## src/hw/rtl/mktd_pkg.sv

```systemverilog
// ----------------------------------------------------------------------------
// mktd_pkg
// Shared types and constants for the morse key timing decoder.
// ----------------------------------------------------------------------------
package mktd_pkg;

    localparam int PATTERN_BITS = 5;
    localparam int UNIT_W       = 12;
    localparam int TICK_W       = 16;
    localparam int COUNT_W      = 3;
    localparam int CODE_W       = 8;
    localparam int CFG_IDX_W    = 1;

    localparam logic [UNIT_W-1:0]  CAL_FLOOR = UNIT_W'(25);
    localparam logic [UNIT_W-1:0]  UNIT_MAX  = UNIT_W'(4095);
    localparam logic [TICK_W-1:0]  TICK_MAX  = TICK_W'(65535);
    localparam logic [COUNT_W-1:0] COUNT_MAX = COUNT_W'(7);
    localparam logic [COUNT_W-1:0] PATTERN_SLOTS = COUNT_W'(PATTERN_BITS);

    // configuration register indexes
    localparam logic [CFG_IDX_W-1:0] CFG_DOT_UNIT  = 1'b0;
    localparam logic [CFG_IDX_W-1:0] CFG_AUTO_CAL  = 1'b1;

    // result kinds
    localparam logic KIND_ELEMENT = 1'b0;
    localparam logic KIND_LETTER  = 1'b1;

    typedef struct packed {
        logic key_down;
        logic clear_entry;
    } t_in_beat;

    typedef struct packed {
        logic              result_kind;
        logic              element_is_dash;
        logic [CODE_W-1:0] letter_code;
        logic              pattern_overflow;
    } t_result;

    typedef struct packed {
        logic    valid;
        t_result res;
    } t_result_beat;

endpackage

```

## src/hw/rtl/mktd_in_stage.sv

```systemverilog
// ----------------------------------------------------------------------------
// mktd_in_stage
// Input register: holds one key sample until the decode step takes it.
// ----------------------------------------------------------------------------
module mktd_in_stage (
    input  logic               i_clk,
    input  logic               i_rst_n,
    input  logic               i_valid,
    output logic               o_stall,
    input  mktd_pkg::t_in_beat i_beat,
    input  logic               i_advance,
    output logic               o_valid,
    output mktd_pkg::t_in_beat o_beat
);
    import mktd_pkg::*;

    logic     r_valid;
    logic     n_valid;
    t_in_beat r_beat;
    logic     accept;

    assign o_stall = r_valid && !i_advance;
    assign accept  = i_valid && !o_stall;
    assign n_valid = accept || (r_valid && !i_advance);

    always_ff @(posedge i_clk) begin
        if (!i_rst_n) begin
            r_valid <= 1'b0;
        end else begin
            r_valid <= n_valid;
        end
    end

    always_ff @(posedge i_clk) begin
        if (accept) begin
            r_beat <= i_beat;
        end
    end

    assign o_valid = r_valid;
    assign o_beat  = r_beat;

endmodule

```

## src/hw/rtl/mktd_decode.sv

```systemverilog
// ----------------------------------------------------------------------------
// mktd_decode
// Mark timing, element shift-in and letter timeout for one key sample.
// ----------------------------------------------------------------------------
module mktd_decode (
    input  logic                          i_clk,
    input  logic                          i_rst_n,
    input  logic                          i_cfg_we,
    input  logic [mktd_pkg::CFG_IDX_W-1:0] i_cfg_index,
    input  logic [mktd_pkg::UNIT_W-1:0]   i_cfg_data,
    input  logic                          i_fire,
    input  mktd_pkg::t_in_beat            i_beat,
    output mktd_pkg::t_result_beat        o_result
);
    import mktd_pkg::*;

    logic [UNIT_W-1:0]       r_dot_unit;
    logic                    r_auto_cal;
    logic                    r_key_was_down;
    logic                    r_started;
    logic [TICK_W-1:0]       r_tick;
    logic [PATTERN_BITS-1:0] r_pattern;
    logic [COUNT_W-1:0]      r_count;
    logic                    r_ovf;
    logic [UNIT_W-1:0]       r_learned;

    logic                    n_key_was_down;
    logic                    n_started;
    logic [TICK_W-1:0]       n_tick;
    logic [PATTERN_BITS-1:0] n_pattern;
    logic [COUNT_W-1:0]      n_count;
    logic                    n_ovf;
    logic [UNIT_W-1:0]       n_learned;

    logic [UNIT_W-1:0]  unit;
    logic [UNIT_W+1:0]  dash_lim;
    logic [UNIT_W+2:0]  gap_lim;
    logic               press;
    logic               release_key;
    logic               calibrating;
    logic               timeout;
    logic               dash;
    logic [UNIT_W-1:0]  cal_unit;
    logic [TICK_W-1:0]  tick_base;

    always_ff @(posedge i_clk) begin
        if (!i_rst_n) begin
            r_dot_unit <= UNIT_W'(35);
            r_auto_cal <= 1'b0;
        end else if (i_cfg_we) begin
            unique case (i_cfg_index)
                CFG_DOT_UNIT: r_dot_unit <= i_cfg_data;
                CFG_AUTO_CAL: r_auto_cal <= i_cfg_data[0];
                default: ;
            endcase
        end
    end

    assign unit     = (r_auto_cal && r_learned != '0) ? r_learned : r_dot_unit;
    // 3x the unit as shift-and-add, 7x the unit as shift-and-subtract
    assign dash_lim = {1'b0, unit, 1'b0} + {2'b00, unit};
    assign gap_lim  = {unit, 3'b000} - {3'b000, unit};

    assign press       = i_beat.key_down && !r_key_was_down;
    assign release_key = !i_beat.key_down && r_key_was_down;
    assign calibrating = r_auto_cal && (r_learned == '0);
    assign timeout     = !press && !release_key && ({1'b0, r_tick} > {2'b00, gap_lim})
                         && (r_count != '0);

    always_comb begin
        if (r_tick < TICK_W'(CAL_FLOOR)) begin
            cal_unit = CAL_FLOOR;
        end else if (r_tick > TICK_W'(UNIT_MAX)) begin
            cal_unit = UNIT_MAX;
        end else begin
            cal_unit = r_tick[UNIT_W-1:0];
        end
    end

    assign dash = !calibrating && (r_tick >= TICK_W'(dash_lim));

    always_comb begin
        n_key_was_down = r_key_was_down;
        n_started      = r_started;
        n_pattern      = r_pattern;
        n_count        = r_count;
        n_ovf          = r_ovf;
        n_learned      = r_learned;
        tick_base      = r_tick;
        o_result.valid = 1'b0;
        o_result.res   = '0;

        priority if (press) begin
            n_started      = 1'b1;
            n_key_was_down = 1'b1;
            tick_base      = '0;
        end else if (release_key) begin
            if (calibrating) begin
                n_learned = cal_unit;
            end
            if (r_count < PATTERN_SLOTS) begin
                n_pattern[r_count] = dash;
            end else begin
                n_ovf = 1'b1;
            end
            if (r_count < COUNT_MAX) begin
                n_count = r_count + COUNT_W'(1);
            end
            o_result.valid                = 1'b1;
            o_result.res.result_kind      = KIND_ELEMENT;
            o_result.res.element_is_dash  = dash;
            o_result.res.pattern_overflow = n_ovf;
            tick_base      = '0;
            n_key_was_down = 1'b0;
        end else if (timeout) begin
            o_result.valid                = 1'b1;
            o_result.res.result_kind      = KIND_LETTER;
            o_result.res.letter_code      = {r_count, r_pattern};
            o_result.res.pattern_overflow = r_ovf;
            n_pattern = '0;
            n_count   = '0;
            n_ovf     = 1'b0;
            tick_base = '0;
        end else begin
        end

        if (i_beat.clear_entry) begin
            n_pattern = '0;
            n_count   = '0;
            n_ovf     = 1'b0;
        end

        n_tick = tick_base;
        if (n_started && tick_base != TICK_MAX) begin
            n_tick = tick_base + TICK_W'(1);
        end

        // only a beat that actually fires may produce a result
        o_result.valid = o_result.valid && i_fire;
    end

    always_ff @(posedge i_clk) begin
        if (!i_rst_n) begin
            r_key_was_down <= 1'b0;
            r_started      <= 1'b0;
            r_tick         <= '0;
            r_pattern      <= '0;
            r_count        <= '0;
            r_ovf          <= 1'b0;
            r_learned      <= '0;
        end else if (i_fire) begin
            r_key_was_down <= n_key_was_down;
            r_started      <= n_started;
            r_tick         <= n_tick;
            r_pattern      <= n_pattern;
            r_count        <= n_count;
            r_ovf          <= n_ovf;
            r_learned      <= n_learned;
        end
    end

endmodule

```

## src/hw/rtl/mktd_out_stage.sv

```systemverilog
// ----------------------------------------------------------------------------
// mktd_out_stage
// Result register: holds one result beat until downstream takes it.
// ----------------------------------------------------------------------------
module mktd_out_stage (
    input  logic                   i_clk,
    input  logic                   i_rst_n,
    input  mktd_pkg::t_result_beat i_result,
    input  logic                   i_stall,
    output logic                   o_blocked,
    output logic                   o_valid,
    output mktd_pkg::t_result      o_res
);
    import mktd_pkg::*;

    logic    r_valid;
    logic    n_valid;
    t_result r_res;

    assign o_blocked = r_valid && i_stall;
    assign n_valid   = i_result.valid || o_blocked;

    always_ff @(posedge i_clk) begin
        if (!i_rst_n) begin
            r_valid <= 1'b0;
        end else begin
            r_valid <= n_valid;
        end
    end

    always_ff @(posedge i_clk) begin
        if (i_result.valid) begin
            r_res <= i_result.res;
        end
    end

    assign o_valid = r_valid;
    assign o_res   = r_res;

endmodule

```

## src/hw/rtl/morse_key_timing_decoder.sv

```systemverilog
// ----------------------------------------------------------------------------
// morse_key_timing_decoder
// Morse key sample decoder: element and letter results from key timing.
// ----------------------------------------------------------------------------
// One key sample is taken per timer tick. A sample passes an input register,
// is decoded combinationally against the mark/space timing state and, if it
// finishes an element or a letter, lands in the result register. Throughput
// is one sample per clock unless a held result stalls the input. A sample
// waits in the input register only while a finished result is held by
// downstream stall. Configuration (dot_unit at index 0, auto_calibrate at
// index 1) should be written while no sample is in flight.
module morse_key_timing_decoder (
    input  logic                           i_clk,
    input  logic                           i_rst_n,
    input  logic                           i_cfg_we,
    input  logic [mktd_pkg::CFG_IDX_W-1:0] i_cfg_index,
    input  logic [mktd_pkg::UNIT_W-1:0]    i_cfg_data,
    input  logic                           i_in_valid,
    output logic                           o_in_stall,
    input  logic                           i_key_down,
    input  logic                           i_clear_entry,
    output logic                           o_out_valid,
    input  logic                           i_out_stall,
    output logic                           o_result_kind,
    output logic                           o_element_is_dash,
    output logic [mktd_pkg::CODE_W-1:0]    o_letter_code,
    output logic                           o_pattern_overflow
);
    import mktd_pkg::*;

    t_in_beat     in_beat;
    t_in_beat     held_beat;
    logic         held_valid;
    logic         out_blocked;
    logic         fire;
    t_result_beat result;
    t_result      out_res;

    assign in_beat.key_down    = i_key_down;
    assign in_beat.clear_entry = i_clear_entry;
    assign fire                = held_valid && !out_blocked;

    mktd_in_stage u_in (
        .i_clk     (i_clk),
        .i_rst_n   (i_rst_n),
        .i_valid   (i_in_valid),
        .o_stall   (o_in_stall),
        .i_beat    (in_beat),
        .i_advance (fire),
        .o_valid   (held_valid),
        .o_beat    (held_beat)
    );

    mktd_decode u_decode (
        .i_clk       (i_clk),
        .i_rst_n     (i_rst_n),
        .i_cfg_we    (i_cfg_we),
        .i_cfg_index (i_cfg_index),
        .i_cfg_data  (i_cfg_data),
        .i_fire      (fire),
        .i_beat      (held_beat),
        .o_result    (result)
    );

    mktd_out_stage u_out (
        .i_clk     (i_clk),
        .i_rst_n   (i_rst_n),
        .i_result  (result),
        .i_stall   (i_out_stall),
        .o_blocked (out_blocked),
        .o_valid   (o_out_valid),
        .o_res     (out_res)
    );

    assign o_result_kind      = out_res.result_kind;
    assign o_element_is_dash  = out_res.element_is_dash;
    assign o_letter_code      = out_res.letter_code;
    assign o_pattern_overflow = out_res.pattern_overflow;

endmodule

```

## config.mk

```make
export PLATFORM = sky130hd
export DESIGN_NAME = morse_key_timing_decoder
export DESIGN_NICKNAME = d
export VERILOG_FILES = /design/src/hw/rtl/mktd_pkg.sv /design/src/hw/rtl/mktd_in_stage.sv /design/src/hw/rtl/mktd_decode.sv /design/src/hw/rtl/mktd_out_stage.sv /design/src/hw/rtl/morse_key_timing_decoder.sv
export SDC_FILE = /design/constraint.sdc
export NUM_CORES = 1
export LEC_CHECK = 0
export ABC_CLOCK_PERIOD_IN_PS = 6400
export BUFFER_PORTS_ARGS = -buffer_cell sky130_fd_sc_hd__buf_2
export CAP_MARGIN = 10
export CORE_MARGIN = 1.5
export CORE_UTILIZATION = 28
export DETAILED_ROUTE_END_ITERATION = 7
export GPL_TIMING_DRIVEN = 1
export MAX_ROUTING_LAYER = met4
export PLACE_DENSITY_LB_ADDON = 0.12
export SETUP_SLACK_MARGIN = 0.15
export SYNTH_ARGS = -nofsm -noshare
export SYNTH_HDL_FRONTEND = slang
export SYNTH_HIERARCHICAL = 1
export SYNTH_SLANG_ARGS = --single-unit
export TNS_END_PERCENT = 1
```

## constraint.sdc

```tcl
create_clock -name i_clk -period 6.4 [get_ports i_clk]
set_clock_uncertainty 0.1 [all_clocks]
set_input_delay 0.96 -clock i_clk [delete_from_list [all_inputs] [get_ports i_clk]]
set_output_delay 0.96 -clock i_clk [all_outputs]
set_load 0.05 [all_outputs]
```

-- After elaboration in Yosys (flattened, before gate mapping)
Index checks and enable logic that the tools add are counted.
- register bits: 67
- bits of input ports: 20
- eq/ne operators: 4
- add/subtract/negate cells: 4
- reductions and logical operators: 40
- order comparisons: 8
- bitwise gates (word level): 4
- mux-type cells: 35
- operators with widths (kind ; number):
    two-way mux 16 bit ; 4
    two-way mux 12 bit ; 4
    two-way mux 5 bit ; 5
    adder 16 x 1 -> 16 bit (second input constant) ; 1
    >= comparator 16 x 14 -> 1 bit ; 1
    > comparator 16 x 12 -> 1 bit (second input constant) ; 1
    > comparator 16 x 15 -> 1 bit ; 1
    < comparator 16 x 5 -> 1 bit (second input constant) ; 1
    inequality test 16 bit (second input constant) ; 1
    logical AND 1 bit ; 15
    two-way mux 3 bit ; 5
    subtractor 15 x 12 -> 15 bit ; 1
    adder 13 x 12 -> 14 bit ; 1
    logical NOT 12 bit ; 1
    AND reduction 4 bit ; 3
    nonzero test 12 bit ; 1
    two-way mux 1 bit ; 11
    two-way mux 9 bit ; 1
    logical NOT 1 bit ; 8
    two-way mux 8 bit ; 1
    < comparator 3 bit (second input constant) ; 2
    inequality test 3 bit (second input constant) ; 2
    AND reduction 2 bit ; 3
    nonzero test 3 bit ; 2
    other kinds (13) ; 19

-- Depth between registers and ports, before layout
Gate-level depths: netlist of run 1.
- depth in word-level cells: 13
- gate-level depth with buffers: 32
- mapped depth without buffers: 29

-- Hierarchy
Netlist of run 1, hierarchy kept.
- modules (own cells, without submodules) (module ; seq. area each (sq um) ; times used ; area each (sq um) ; cells an instance):
    mktd_decode ; 1041.0 ; 1 ; 4633.2 ; 575
    mktd_out_stage ; 350.3 ; 1 ; 366.6 ; 14
    mktd_in_stage ; 80.1 ; 1 ; 107.6 ; 6
    morse_key_timing_decoder ; 0.0 ; 1 ; 13.8 ; 1

-- Worst setup path before layout of run 1
No wires, ideal clock.
- kind: reg-to-reg
- start point: reg u_decode.r_learned[7]
- end point: reg u_decode.r_tick[13]
- buffers on the path: 3
- clock period less this slack: 6668 ps
- library setup time: 58 ps
- arrival time: 6510 ps
- setup slack: -268 ps
- stages on the path, launching flop included: 31
- cell sequence: dfxtp_1 > or4_4 > o31ai_4 > buf_8 > mux2i_1 > clkbuf_1 > ha_1 > a21oi_1 > nor2b_1 > o41a_1 > o21bai_2 > a211oi_2 > xnor2_1 > ha_1 > a21o_1 > a211oi_1 > o21ai_0 > o21ai_0 > clkbuf_1 > nand2_1 > nor2_1 > ha_1 > and4b_1 > and3_1 > nand4_1 > a21oi_1 > nor3_1 > nand2_1 > o211ai_1 > a21boi_0 > o21a_1
- word-level cells in the longest chain between the ends: 13
- elaborated cells on any way between the ends: 14
- RTL lines (what ; RTL line ; text):
    start, declared ; mktd_decode.sv:25 ; logic [UNIT_W-1:0] r_learned;
    start signal, assigned ; mktd_decode.sv:158 ; r_learned <= n_learned;
    nonzero test 12 bit ; mktd_decode.sv:59 ; assign unit = (r_auto_cal && r_learned != '0) ? r_learned : r_dot_unit;
    logical AND 1 bit ; mktd_decode.sv:59 ;
    two-way mux 12 bit (*) ; mktd_decode.sv:59 ;
    subtractor 15 x 12 -> 15 bit (*) ; mktd_decode.sv:62 ; assign gap_lim = {unit, 3'b000} - {3'b000, unit};
    > comparator 16 x 15 -> 1 bit (*) ; mktd_decode.sv:67 ; assign timeout = !press && !release_key && ({1'b0, r_tick} > {2'b00, gap_lim})
    logical AND 1 bit (*) ; mktd_decode.sv:67 ;
    logical AND 1 bit (*) ; mktd_decode.sv:68 ; && (r_count != '0);
    two-way mux 16 bit (*) ; mktd_decode.sv:115 ; end else if (timeout) begin
    two-way mux 16 bit (*) ; mktd_decode.sv:97 ; end else if (release_key) begin
    two-way mux 16 bit (*) ; mktd_decode.sv:93 ; priority if (press) begin
    parallel branches: the longest is 2 deep, another holds adder 16 x 1 -> 16 bit ; n/a ;
    two-way mux 16 bit (*) ; mktd_decode.sv:134 ; if (n_started && tick_base != TICK_MAX) begin
    end signal, assigned ; mktd_decode.sv:154 ; r_tick <= n_tick;
    end, declared ; mktd_decode.sv:21 ; logic [TICK_W-1:0] r_tick;
Mark *: on every way between the ends.
A chain may end at the register's enable or synchronous reset.

-- Worst setup path in the final report of run 1
- start point: reg u_decode.r_learned[8]
- end point: reg u_decode.r_tick[10]
Same word-level chain as after synthesis.

==> summary.txt, run 1 <==
CTS
  – Clock buffer depth: 2
  – CTS Sinks: 67
  – Inserted Clock Buffers: 9
  – Clk slew on worst S/H paths: 0.06 ns
  – Root Buffer Master: clkbuf_16
  – H-tree depth: 3
  – Clk Latency, worst-skew pair: 0.34 ns
  – CTS tree: built

Global routing
  – Grt ovf: 0
  – Aggregate global-route resource usage: 16.2%
  – Largest net degree at the start of global routing: 28
  – Vias in the first global route: 4491
  – First-pass GRT wire length: 24.0 mm
  – Initial antenna violation count: 0

Floorplanning
  – Die area: 19100 um^2
  – Rows: 49
  – Number of top-level pins: 33
  – Starting Density: 28.5%
  – Total core area: 18000 um^2
  – Die W: 138 um
  – Vert. Die Dim: 138 um

STA
  – Worst-Margin Slew: 0.847 ns
  – RSZ-0062 raised after global routing: yes
  – Period utilisation layout: 96.3%
  – Max_slew headroom: 43.5%
  – Min cycle time layout: 6.17 ns
  – Setup_tns: 0 ns
  – Final setup viols: 0
  – Final hold violation count: 0
  – F_max: 162 MHz
  – Max-slew violation count: 0

Worst setup path
  – CP Capture Type: register
  – CP Launch Type: register
  – CP required: 6.59 ns
  – Critical path's largest stage delay: 0.55 ns
  – Critical path class: register to register
  – Worst path slowest cell: or4_4
  – CP Max Fanout: 8
  – WP data arrival: 6.35 ns

Placed design
  – Port buffer count: 32
  – Detailed placer's ending HPWL: 11.3 mm
  – Gpl congestion: 0.888

Cells and area
  – Layout cells sized above 1: 27.1%
  – Area growth from synthesis to layout: 26.2%
  – Final #Nets: 744
  – N_diodes: 0

Logic synthesis
  – XOR/XNOR share of the synthesized area: 5.67%
  – Largest family of logic cells by synthesized area: compound AO/OA/AOI/OAI gates
  – Syn_area_per_cell: 8.59 um^2
  – Register bit total from synthesis: 67
  – Synth Area in Compound Gates: 26.7%
  – Top cells by count, synth: 60 x nand2_1, 54 x dfxtp_1, 48 x a21oi_1, 48 x ha_1, 34 x nand3_1
  – Seq/Total Area, Yosys: 28.7%
  – Post-synthesis cell type count: 82
  – Post-Synthesis Cells: 596
  – Share of the synthesized area in the top cell type: 21.1%
  – Mux cell area share after synthesis: 1.61%
  – Async S/R FF share, synth: 0%
  – Synth top area cells: dfxtp_1 21%, ha_1 12%, edfxtp_1 7.6%
  – Synth Area in Simple Gates: 20.3%
  – Synth Flop Type: dfxtp_1
  – Syn Std Cell Area: 5120 um^2
  – Most frequent cell after synthesis: nand2_1
  – EDFF count, synth: 13
  – Adder-Cell Fraction of Synth Area: 12.1%
  – Synth warnings: 6
  – Mapped Nets: 665
  – Yosys top cell by area: dfxtp_1

Power and ir drop
  – Switching share of power: 29.9%
  – Tot Pwr: 1230 uW
  – Cell Pwr Density: 191 nW/um^2
  – Logic pwr share: 22.3%
  – Internal: 865 uW
  – Peak supply drop: 123 uV
  – Flop pwr share: 35.9%
  – Leakage: 0.00268 uW
  – Clk pwr share: 41.7%
  – Net Sw Power: 368 uW

Routing
  – Pre-Repair DR Iteration Count: 4
  – Initial drt markers: 295
  – Vias per cell: 5.16
  – Vias: 4690
  – Drt wl/cell: 16.8 um
  – # DRC: 0
  – Drt total wl: 15.3 mm
  – Antenna Violating Nets Remaining: 0

Job
  – Max cap viols: 0

Run status
  – Status: finished, final reports clean

Hold path
  – Hold WC Path Type: register to register
cells in the final DEF (no fill, tap or decap), types with 4 or more instances in the layout:
| master | instances |
|---|---|
| xor2_1 | 8 |
| a211oi_2 | 4 |
| buf_2 | 32 |
| nor4_1 | 4 |
| a21oi_2 | 4 |
| a21o_1 | 9 |
| clkbuf_16 | 9 |
| nor2_1 | 23 |
| nand4_1 | 7 |
| nand2b_1 | 4 |
| nor3b_1 | 5 |
| o21ai_0 | 16 |
| a21boi_0 | 12 |
| nand3_1 | 33 |
| nor3_1 | 14 |
| a21boi_1 | 6 |
| nor2b_1 | 9 |
| inv_2 | 7 |
| dfxtp_1 | 53 |
| ha_1 | 40 |
| inv_1 | 24 |
| a21oi_1 | 43 |
| nand2_1 | 59 |
| edfxtp_1 | 13 |
| xnor2_1 | 22 |
| o21a_1 | 33 |
| and2_1 | 9 |
| a31oi_1 | 6 |
| and3_1 | 4 |
| mux2i_1 | 5 |
| buf_4 | 59 |
| ha_4 | 5 |
registers in the layout, indices dropped and copies added (netlist names):
name                     count
u_in/o_beat                  2
u_in/o_valid                 1
u_decode/r_auto_cal          1
u_decode/r_started           1
u_out/o_res                 11
u_decode/r_key_was_down      1
u_decode/r_dot_unit         12
u_decode/r_tick             16
u_decode/r_pattern           5
u_decode/r_count             3
u_decode/r_ovf               1
u_decode/r_learned          12
u_out/o_valid                1
cell families (layout without fill, tap and decap cells):
logic type	after synthesis	count (layout)
and+or+nand+nor	200	200
AOI/OAI and AO/OA	182	182
DFF	67	67
buffers and inverters	59	143
adders and majority gates	49	49
xor gates and xnor gates	31	31
muxes	8	8
critical path: cells and delay by family (launching register included):
family	cells	cell delay (ns)
flops	1	0.35
buf+inv	2	0.25
xor+xnor	1	0.14
fa+ha+maj	3	0.69
simple gates	10	1.87
compound gates	12	2.37
mux	1	0.33
power by group through the flow:
stage | registers, uW | clock network (uW) | logic (uW)
2_1_floorplan | 450 | 0 | 177
3_3_place_gp | 453 | 0 | 240
3_5_place_dp | 453 | 0 | 244
4_1_cts | 443 | 531 | 246
5_1_grt | 444 | 555 | 301
6_report | 443 | 515 | 275
metrics by stage:
step	utilization, %	setup WS, ns	hold WS, ns	std cells	area (um^2)
after floorplan	-	0.160	0.336	596	5160
after global routing	36.0	0.0196	0.405	909	6460
after global placement	31.9	0.197	0.364	863	5730
final	36.0	0.235	0.368	909	6460
after detailed placement	31.9	0.0410	0.366	863	5730
after CTS	33.9	0.147	0.375	885	6090
path summary, 6_finish.rpt:
path	start	to	slack (ns)	cells after the start
worst max register to register	u_decode/r_learned[8]$_SDFFE_PN0P_	u_decode/r_tick[10]$_SDFFE_PN0P_	0.23	29
worst max-delay path	u_decode/r_learned[8]$_SDFFE_PN0P_	u_decode/r_tick[10]$_SDFFE_PN0P_	0.23	29
worst min register to register	u_decode/r_dot_unit[7]$_SDFFE_PN0P_	u_decode/r_dot_unit[7]$_SDFFE_PN0P_	0.37	2
worst min-delay path	u_decode/r_dot_unit[7]$_SDFFE_PN0P_	u_decode/r_dot_unit[7]$_SDFFE_PN0P_	0.37	2
final cells by class:
class	count	area, um^2
clock buffer	9	225
clock inverter	7	82.6
fill	1853	11500
inverter	32	123
multi-input combinational	470	3610
sequential	67	1480
tap	229	287
timing repair buffer	95	657
timing repair:
item	in CTS	in global routing
hold buffers	0	0
gates resized for setup	2	44
buffers inserted	6	24
setup endpoints to repair	11	16
pin swaps	3	37
per-layer routing:
metal  GRT usage [%]  up-vias  share of wire (%)
li1                -     2344                  -
met1            19.9     2232                 46
met2            27.0       94                 49
met3            3.29       20                3.1
met4            4.71        0                1.9
met5               -        -                  0
Note: power is estimated with default switching activity, not from simulation.
==> run 2: changes to the inputs <==
--- a/config.mk
+++ b/config.mk
@@ -10,6 +10,7 @@
 export CAP_MARGIN = 10
 export CORE_MARGIN = 1.5
 export CORE_UTILIZATION = 28
+export CTS_BUF_LIST = sky130_fd_sc_hd__clkbuf_4
 export DETAILED_ROUTE_END_ITERATION = 7
 export GPL_TIMING_DRIVEN = 1
 export MAX_ROUTING_LAYER = met4
==> summary.txt, run 2 (synthesis results as in run 1) <==
CTS
  – Hold_buf cts: 0 (unchanged)
  – Clock buffer depth: 2 (unchanged)
  – CTS Sinks: 67 (unchanged)
  – Inserted Clock Buffers: 9 (unchanged)
  – CTS tree: built (unchanged)
  – H-tree depth: 3 (unchanged)
  – Clk slew on worst S/H paths: 0.14 ns (was 0.06 ns)
  – Clk Latency, worst-skew pair: 0.44 ns (was 0.34 ns)
  – Root Buffer Master: clkbuf_4 (was clkbuf_16)

Cells and area
  – Number of flip-flops in the largest register: 16 (unchanged)
  – Commonest cells after routing, fill and taps aside: 60 x nand2_1, 54 x dfxtp_1, 47 x ha_1, 46 x a21oi_1, 38 x buf_4 (was 59 x nand2_1, 59 x buf_4, 53 x dfxtp_1, 43 x a21oi_1, 40 x ha_1)
  – Largest reg by FF count: u_decode/r_tick (unchanged)
  – Area growth from synthesis to layout: 17.0% (was 26.2%)
  – Layout cells sized above 1: 21.5% (was 27.1%)
  – Final #Nets: 721 (was 744)
  – Top Registers: u_decode/r_tick (16), u_decode/r_dot_unit (12), u_decode/r_learned (12) (unchanged)
  – Most common cell after layout, fill and taps aside: nand2_1

Routing
  – Vias per cell: 5.19 (was 5.16)
  – Vias: 4602 (was 4690)
  – Initial drt markers: 281 (was 295)
  – Drt wl/cell: 16.8 um (about the same)
  – Pre-Repair DR Iteration Count: 6 (was 4)
  – Antenna Violating Nets Remaining: 0 (unchanged)
  – Drt total wl: 14.9 mm (was 15.3 mm)
  – # DRC: 0 (unchanged)

Power and ir drop
  – Switching share of power: 33.2% (was 29.9%)
  – Clk pwr share: 30.7% (was 41.7%)
  – Leakage: 0.00248 uW (was 0.00268 uW)
  – Cell Pwr Density: 167 nW/um^2 (was 191 nW/um^2)
  – Internal: 667 uW (was 865 uW)
  – Logic pwr share: 25.0% (was 22.3%)
  – Net Sw Power: 332 uW (was 368 uW)
  – Peak supply drop: 87.3 uV (was 123 uV)
  – Flop pwr share: 44.4% (was 35.9%)

Worst setup path
  – FF-to-FF path depth: 29 (unchanged)
  – CP Launch Type: register (unchanged)
  – WP data arrival: 6.52 ns (was 6.35 ns)
  – Critical path's largest stage delay: 0.56 ns (was 0.55 ns)
  – CP required: 6.70 ns (was 6.59 ns)
  – CP Max Fanout: 9 (was 8)
  – Worst path slowest cell: or4_4 (unchanged)
  – CP Capture Type: register (unchanged)
  – Critical Path Most Common Cell: ha_1
  – Critical path class: register to register (unchanged)

STA
  – Worst setup margin: 0.185 ns (was 0.235 ns)
  – Max_slew headroom: 43.3% (was 43.5%)
  – Min cycle time layout: 6.21 ns (was 6.17 ns)
  – Period utilisation layout: 97.1% (was 96.3%)
  – Max-slew violation count: 0 (unchanged)
  – Hold slack: 0.382 ns (was 0.368 ns)
  – Final hold violation count: 0 (unchanged)
  – Final setup viols: 0 (unchanged)
  – F_max: 161 MHz (was 162 MHz)
  – Worst-Margin Slew: 0.850 ns (was 0.847 ns)
  – RSZ-0062 raised after global routing: yes (unchanged)

Floorplanning
  – Number of top-level pins: 33 (unchanged)
  – Total core area: 18000 um^2 (unchanged)
  – Vert. Die Dim: 138 um (unchanged)
  – Die W: 138 um (unchanged)
  – Die area: 19100 um^2 (unchanged)
  – Starting Density: 28.5% (unchanged)
  – Rows: 49 (unchanged)

Job
  – Max cap viols: 0 (unchanged)

Global routing
  – Initial antenna violation count: 1 (was 0)
  – Vias in the first global route: 4496 (was 4491)
  – First-pass GRT wire length: 23.9 mm (was 24.0 mm)
  – Largest net degree at the start of global routing: 28 (unchanged)
  – Aggregate global-route resource usage: 16.1% (was 16.2%)
  – Grt ovf: 0 (unchanged)

Placed design
  – Port buffer count: 32 (unchanged)
  – Pre-CTS setup slack: 0.0410 ns (unchanged)
  – Detailed placer's ending HPWL: 11.3 mm (unchanged)
  – Gpl congestion: 0.888 (unchanged)

Run status
  – Status: finished, final reports clean (unchanged)

Hold path
  – Hold WC Path Type: register to register (unchanged)
  – Hold path depth: 2 (unchanged)
==> run 2: cell types whose count changed in the layout (fill, tap and decap cells not counted), sizes merged <==
cell / delta
buf: -23
inv: -1
clkinv: +1
diode: +1
==> run 2: power by group through the flow <==
stage          combinational (uW)  clock [uW]  sequential (uW)
3_3_place_gp                  240           0              453
3_5_place_dp                  244           0              453
6_report                      249         306              443
4_1_cts                       246         321              443
2_1_floorplan                 177           0              450
5_1_grt                       276         340              445
==> run 2: timing repair <==
item / CTS / global route
endpoints found under the setup margin: 11 / 16
pin swaps: 3 / 5
resized for setup: 1 / 17
buffers inserted: 6 / 1
==> run 2: final cells by class <==
| cell class | count | area, um^2 |
|---|---|---|
| inverter | 32 | 120 |
| fill | 1896 | 12000 |
| sequential | 67 | 1470 |
| multi-input combinational | 470 | 3490 |
| timing repair buffer | 72 | 477 |
| clock buffer | 9 | 67.6 |
| tap | 229 | 287 |
| clock inverter | 7 | 82.6 |
| antenna | 1 | 2.50 |
==> run 2: critical path: cells and delay by family, from the launching register on <==
kind / cells / cell delay, ns
AND/OR/NAND/NOR: 9 / 1.79
flip-flops: 1 / 0.33
adder cells (fa/ha/maj): 3 / 0.81
buffers and inverters: 1 / 0.17
XOR/XNOR: 1 / 0.15
AO/OA/AOI/OAI: 15 / 2.82
==> run 2: through the flow <==
step	area, um^2	power (uW)	TNS [ns]	instances	util (%)
after global routing	5990	1060	-0.466	887	33.4
after floorplan	5160	627	0	596	-
final	5990	999	0	887	33.4
after global placement	5730	693	0	863	31.9
after CTS	5930	1010	0	885	33.0
after detailed placement	5730	697	0	863	31.9
==> run 2: path summary, 6_finish.rpt <==
check / startpoint / endpoint / slack [ns]
worst max-delay path: u_decode/r_learned[3]$_SDFFE_PN0P_ / u_decode/r_tick[10]$_SDFFE_PN0P_ / 0.19
worst min register to register: u_decode/r_dot_unit[2]$_SDFFE_PN0P_ / u_decode/r_dot_unit[2]$_SDFFE_PN0P_ / 0.38
worst min-delay path: u_decode/r_dot_unit[2]$_SDFFE_PN0P_ / u_decode/r_dot_unit[2]$_SDFFE_PN0P_ / 0.38
worst max register to register: u_decode/r_learned[3]$_SDFFE_PN0P_ / u_decode/r_tick[10]$_SDFFE_PN0P_ / 0.19
==> run 2: routing by layer <==
layer	track usage, %	part of all wire [%]	vias to the layer above
li1	-	-	2288
met3	2.94	3.1	25
met1	19.8	46	2189
met2	27.2	49	100
met5	-	0	-
met4	4.54	2.1	0
==> run 3: changes to the inputs <==
--- a/config.mk
+++ b/config.mk
@@ -5,7 +5,7 @@
 export SDC_FILE = /design/constraint.sdc
 export NUM_CORES = 1
 export LEC_CHECK = 0
-export ABC_CLOCK_PERIOD_IN_PS = 6400
+export ABC_CLOCK_PERIOD_IN_PS = 8050
 export BUFFER_PORTS_ARGS = -buffer_cell sky130_fd_sc_hd__buf_2
 export CAP_MARGIN = 10
 export CORE_MARGIN = 1.5
==> constraint.sdc (replaced) <==
create_clock -name i_clk -period 8.05 [get_ports i_clk]
set_clock_uncertainty 0.1 [all_clocks]
set_input_delay 1.2075 -clock i_clk [delete_from_list [all_inputs] [get_ports i_clk]]
set_output_delay 1.2075 -clock i_clk [all_outputs]
set_load 0.05 [all_outputs]
==> summary.txt, run 3 (synthesis results as in run 1) <==
Global routing
  – Initial antenna violation count: 1 (unchanged)
  – Busiest grt layer: met2 (unchanged)
  – Grt met3 use: 2.63% (was 2.94%)
  – GRT met1 Usage: 19.6% (was 19.8%)
  – Aggregate global-route resource usage: 15.6% (was 16.1%)
  – Vias in the first global route: 4383 (was 4496)
  – Met2 Track Usage GR: 25.7% (was 27.2%)
  – First-pass GRT wire length: 23.2 mm (was 23.9 mm)
  – Largest net degree at the start of global routing: 28 (unchanged)
  – Grt ovf: 0 (unchanged)

Floorplanning
  – Number of top-level pins: 33 (unchanged)
  – Rows: 49 (unchanged)
  – Die area: 19100 um^2 (unchanged)
  – Die W: 138 um (unchanged)
  – Vert. Die Dim: 138 um (unchanged)
  – Total core area: 18000 um^2 (unchanged)
  – Starting Density: 28.5% (unchanged)

Cells and area
  – Area of the multi-input gates: 3400 um^2 (was 3490 um^2)
  – Final #Nets: 689 (was 721)
  – Number of flip-flops in the largest register: 16 (unchanged)
  – Fillers: 1914 (was 1896)
  – Post-layout util: 31.4% (was 33.4%)
  – Layout cells sized above 1: 15.2% (was 21.5%)
  – Most common cell after layout, fill and taps aside: nand2_1 (unchanged)
  – Total area of sequential cells: 1470 um^2 (unchanged)
  – Largest reg by FF count: u_decode/r_tick (unchanged)
  – Finished Cell Area: 5650 um^2 (was 5990 um^2)
  – Top Registers: u_decode/r_tick (16), u_decode/r_dot_unit (12), u_decode/r_learned (12) (unchanged)
  – Area growth from synthesis to layout: 10.3% (was 17.0%)
  – Commonest cells after routing, fill and taps aside: 60 x nand2_1, 54 x dfxtp_1, 48 x a21oi_1, 48 x ha_1, 34 x nand3_1 (was 60 x nand2_1, 54 x dfxtp_1, 47 x ha_1, 46 x a21oi_1, 38 x buf_4)

Power and ir drop
  – Leakage: 0.00230 uW (was 0.00248 uW)
  – Peak supply drop: 66.6 uV (was 87.3 uV)
  – Cell Pwr Density: 136 nW/um^2 (was 167 nW/um^2)

Run status
  – Status: finished, final reports clean (unchanged)

Job
  – Max cap viols: 0 (unchanged)

Worst setup path
  – Critical path's largest stage delay: 0.58 ns (was 0.56 ns)
  – Critical path class: register to register (unchanged)
  – CP Launch Type: register (unchanged)
  – CP Max Fanout: 11 (was 9)
  – CP Capture Type: register (unchanged)
  – Critical Path Most Common Cell: ha_1 (unchanged)
  – WP data arrival: 7.66 ns (was 6.52 ns)
  – CP required: 8.34 ns (was 6.70 ns)
  – Worst path slowest cell: or4_4 (unchanged)

Placed design
  – Gpl congestion: 0.784 (was 0.888)
  – Placed instance area: 5500 um^2 (was 5730 um^2)
  – Detailed placer's ending HPWL: 10.9 mm (was 11.3 mm)
  – Port buffer count: 32 (unchanged)

CTS
  – H-tree depth: 3 (unchanged)
  – Hold_buf cts: 0 (unchanged)
  – Clk slew on worst S/H paths: 0.12 ns (was 0.14 ns)
  – CTS Sinks: 67 (unchanged)
  – Inserted Clock Buffers: 9 (unchanged)
  – CTS tree: built (unchanged)
  – Post-CTS setup buffer count: 0 (was 6)
  – Clock buffer depth: 2 (unchanged)
  – Root Buffer Master: clkbuf_4 (unchanged)
  – Post-CTS sizing: 0 (was 1)
  – Clk Latency, worst-skew pair: 0.44 ns (about the same)

Routing
  – Drt wl/cell: 16.8 um (about the same)
  – Drt total wl: 14.4 mm (was 14.9 mm)
  – Vias: 4414 (was 4602)
  – Vias per cell: 5.16 (was 5.19)
  – Initial drt markers: 170 (was 281)
  – Antenna Violating Nets Remaining: 0 (unchanged)
  – Pre-Repair DR Iteration Count: 4 (was 6)
  – # DRC: 0 (unchanged)

STA
  – Min cycle time layout: 7.37 ns (was 6.21 ns)
  – Final hold violation count: 0 (unchanged)
  – Period utilisation layout: 91.6% (was 97.1%)
  – Final setup viols: 0 (unchanged)
  – Max-slew violation count: 0 (unchanged)
  – RSZ-0062 raised after global routing: no (was yes)
  – Max_slew headroom: 39.5% (was 43.3%)
  – F_max: 136 MHz (was 161 MHz)
  – Worst-Margin Slew: 0.885 ns (was 0.850 ns)
  – Setup_tns: 0 ns (unchanged)

Hold path
  – Hold WC Path Type: register to register (unchanged)
-- run 3: where the power goes --
group	internal [uW]	switching [uW]	total, uW	leakage, uW
Sequential	346	5.74	352	0.000565
Clock	96.6	138	234	0.0000746
Combinational	74.3	109	183	0.00166
Total	517	252	769	0.00230
-- run 3: layout make-up --
class / count / share of cell area [%]
multi-input cells: 470 / 60.2
flip-flops and latches: 67 / 26.1
well taps: 229 / 5.07
repair buffers: 40 / 3.90
inverters: 32 / 2.13
clock inverters: 7 / 1.35
clock buffers: 9 / 1.20
diodes: 1 / 0.0443
-- run 3: final timing paths --
check	start	endpoint	slack (ns)	cells after the start
worst max-delay path	u_decode/r_learned[7]$_SDFFE_PN0P_	u_decode/r_tick[13]$_SDFFE_PN0P_	0.68	30
worst min-delay path	u_decode/r_dot_unit[9]$_SDFFE_PN0P_	u_decode/r_dot_unit[9]$_SDFFE_PN0P_	0.38	2
worst max register to register	u_decode/r_learned[7]$_SDFFE_PN0P_	u_decode/r_tick[13]$_SDFFE_PN0P_	0.68	30
worst min register to register	u_decode/r_dot_unit[9]$_SDFFE_PN0P_	u_decode/r_dot_unit[9]$_SDFFE_PN0P_	0.38	2
-- run 3: worst max-delay path: cells and delay by family (launching register included) --
family,cells,cell delay (ns)
mux,1,0.42
flops,1,0.35
simple gates,8,1.78
fa+ha+maj,3,0.71
buf+inv,2,0.46
xor+xnor,1,0.15
compound gates,15,3.35
-- run 3: per-layer routing --
metal,vias up,wire (um)
met2,67,6840
met5,-,0
met1,2096,6860
li1,2234,-
met4,0,286
met3,17,380
-- run 3: stage by stage --
step / power, uW / worst slack [ns] / cells / hold slack [ns]
finish: 769 / 0.679 / 855 / 0.380
global route: 819 / 0.213 / 855 / 0.397
CTS: 786 / 0.661 / 854 / 0.377
detailed placement: 544 / 0.755 / 838 / 0.359
global placement: 541 / 0.955 / 838 / 0.358
floorplan: 497 / 1.38 / 596 / 0.336
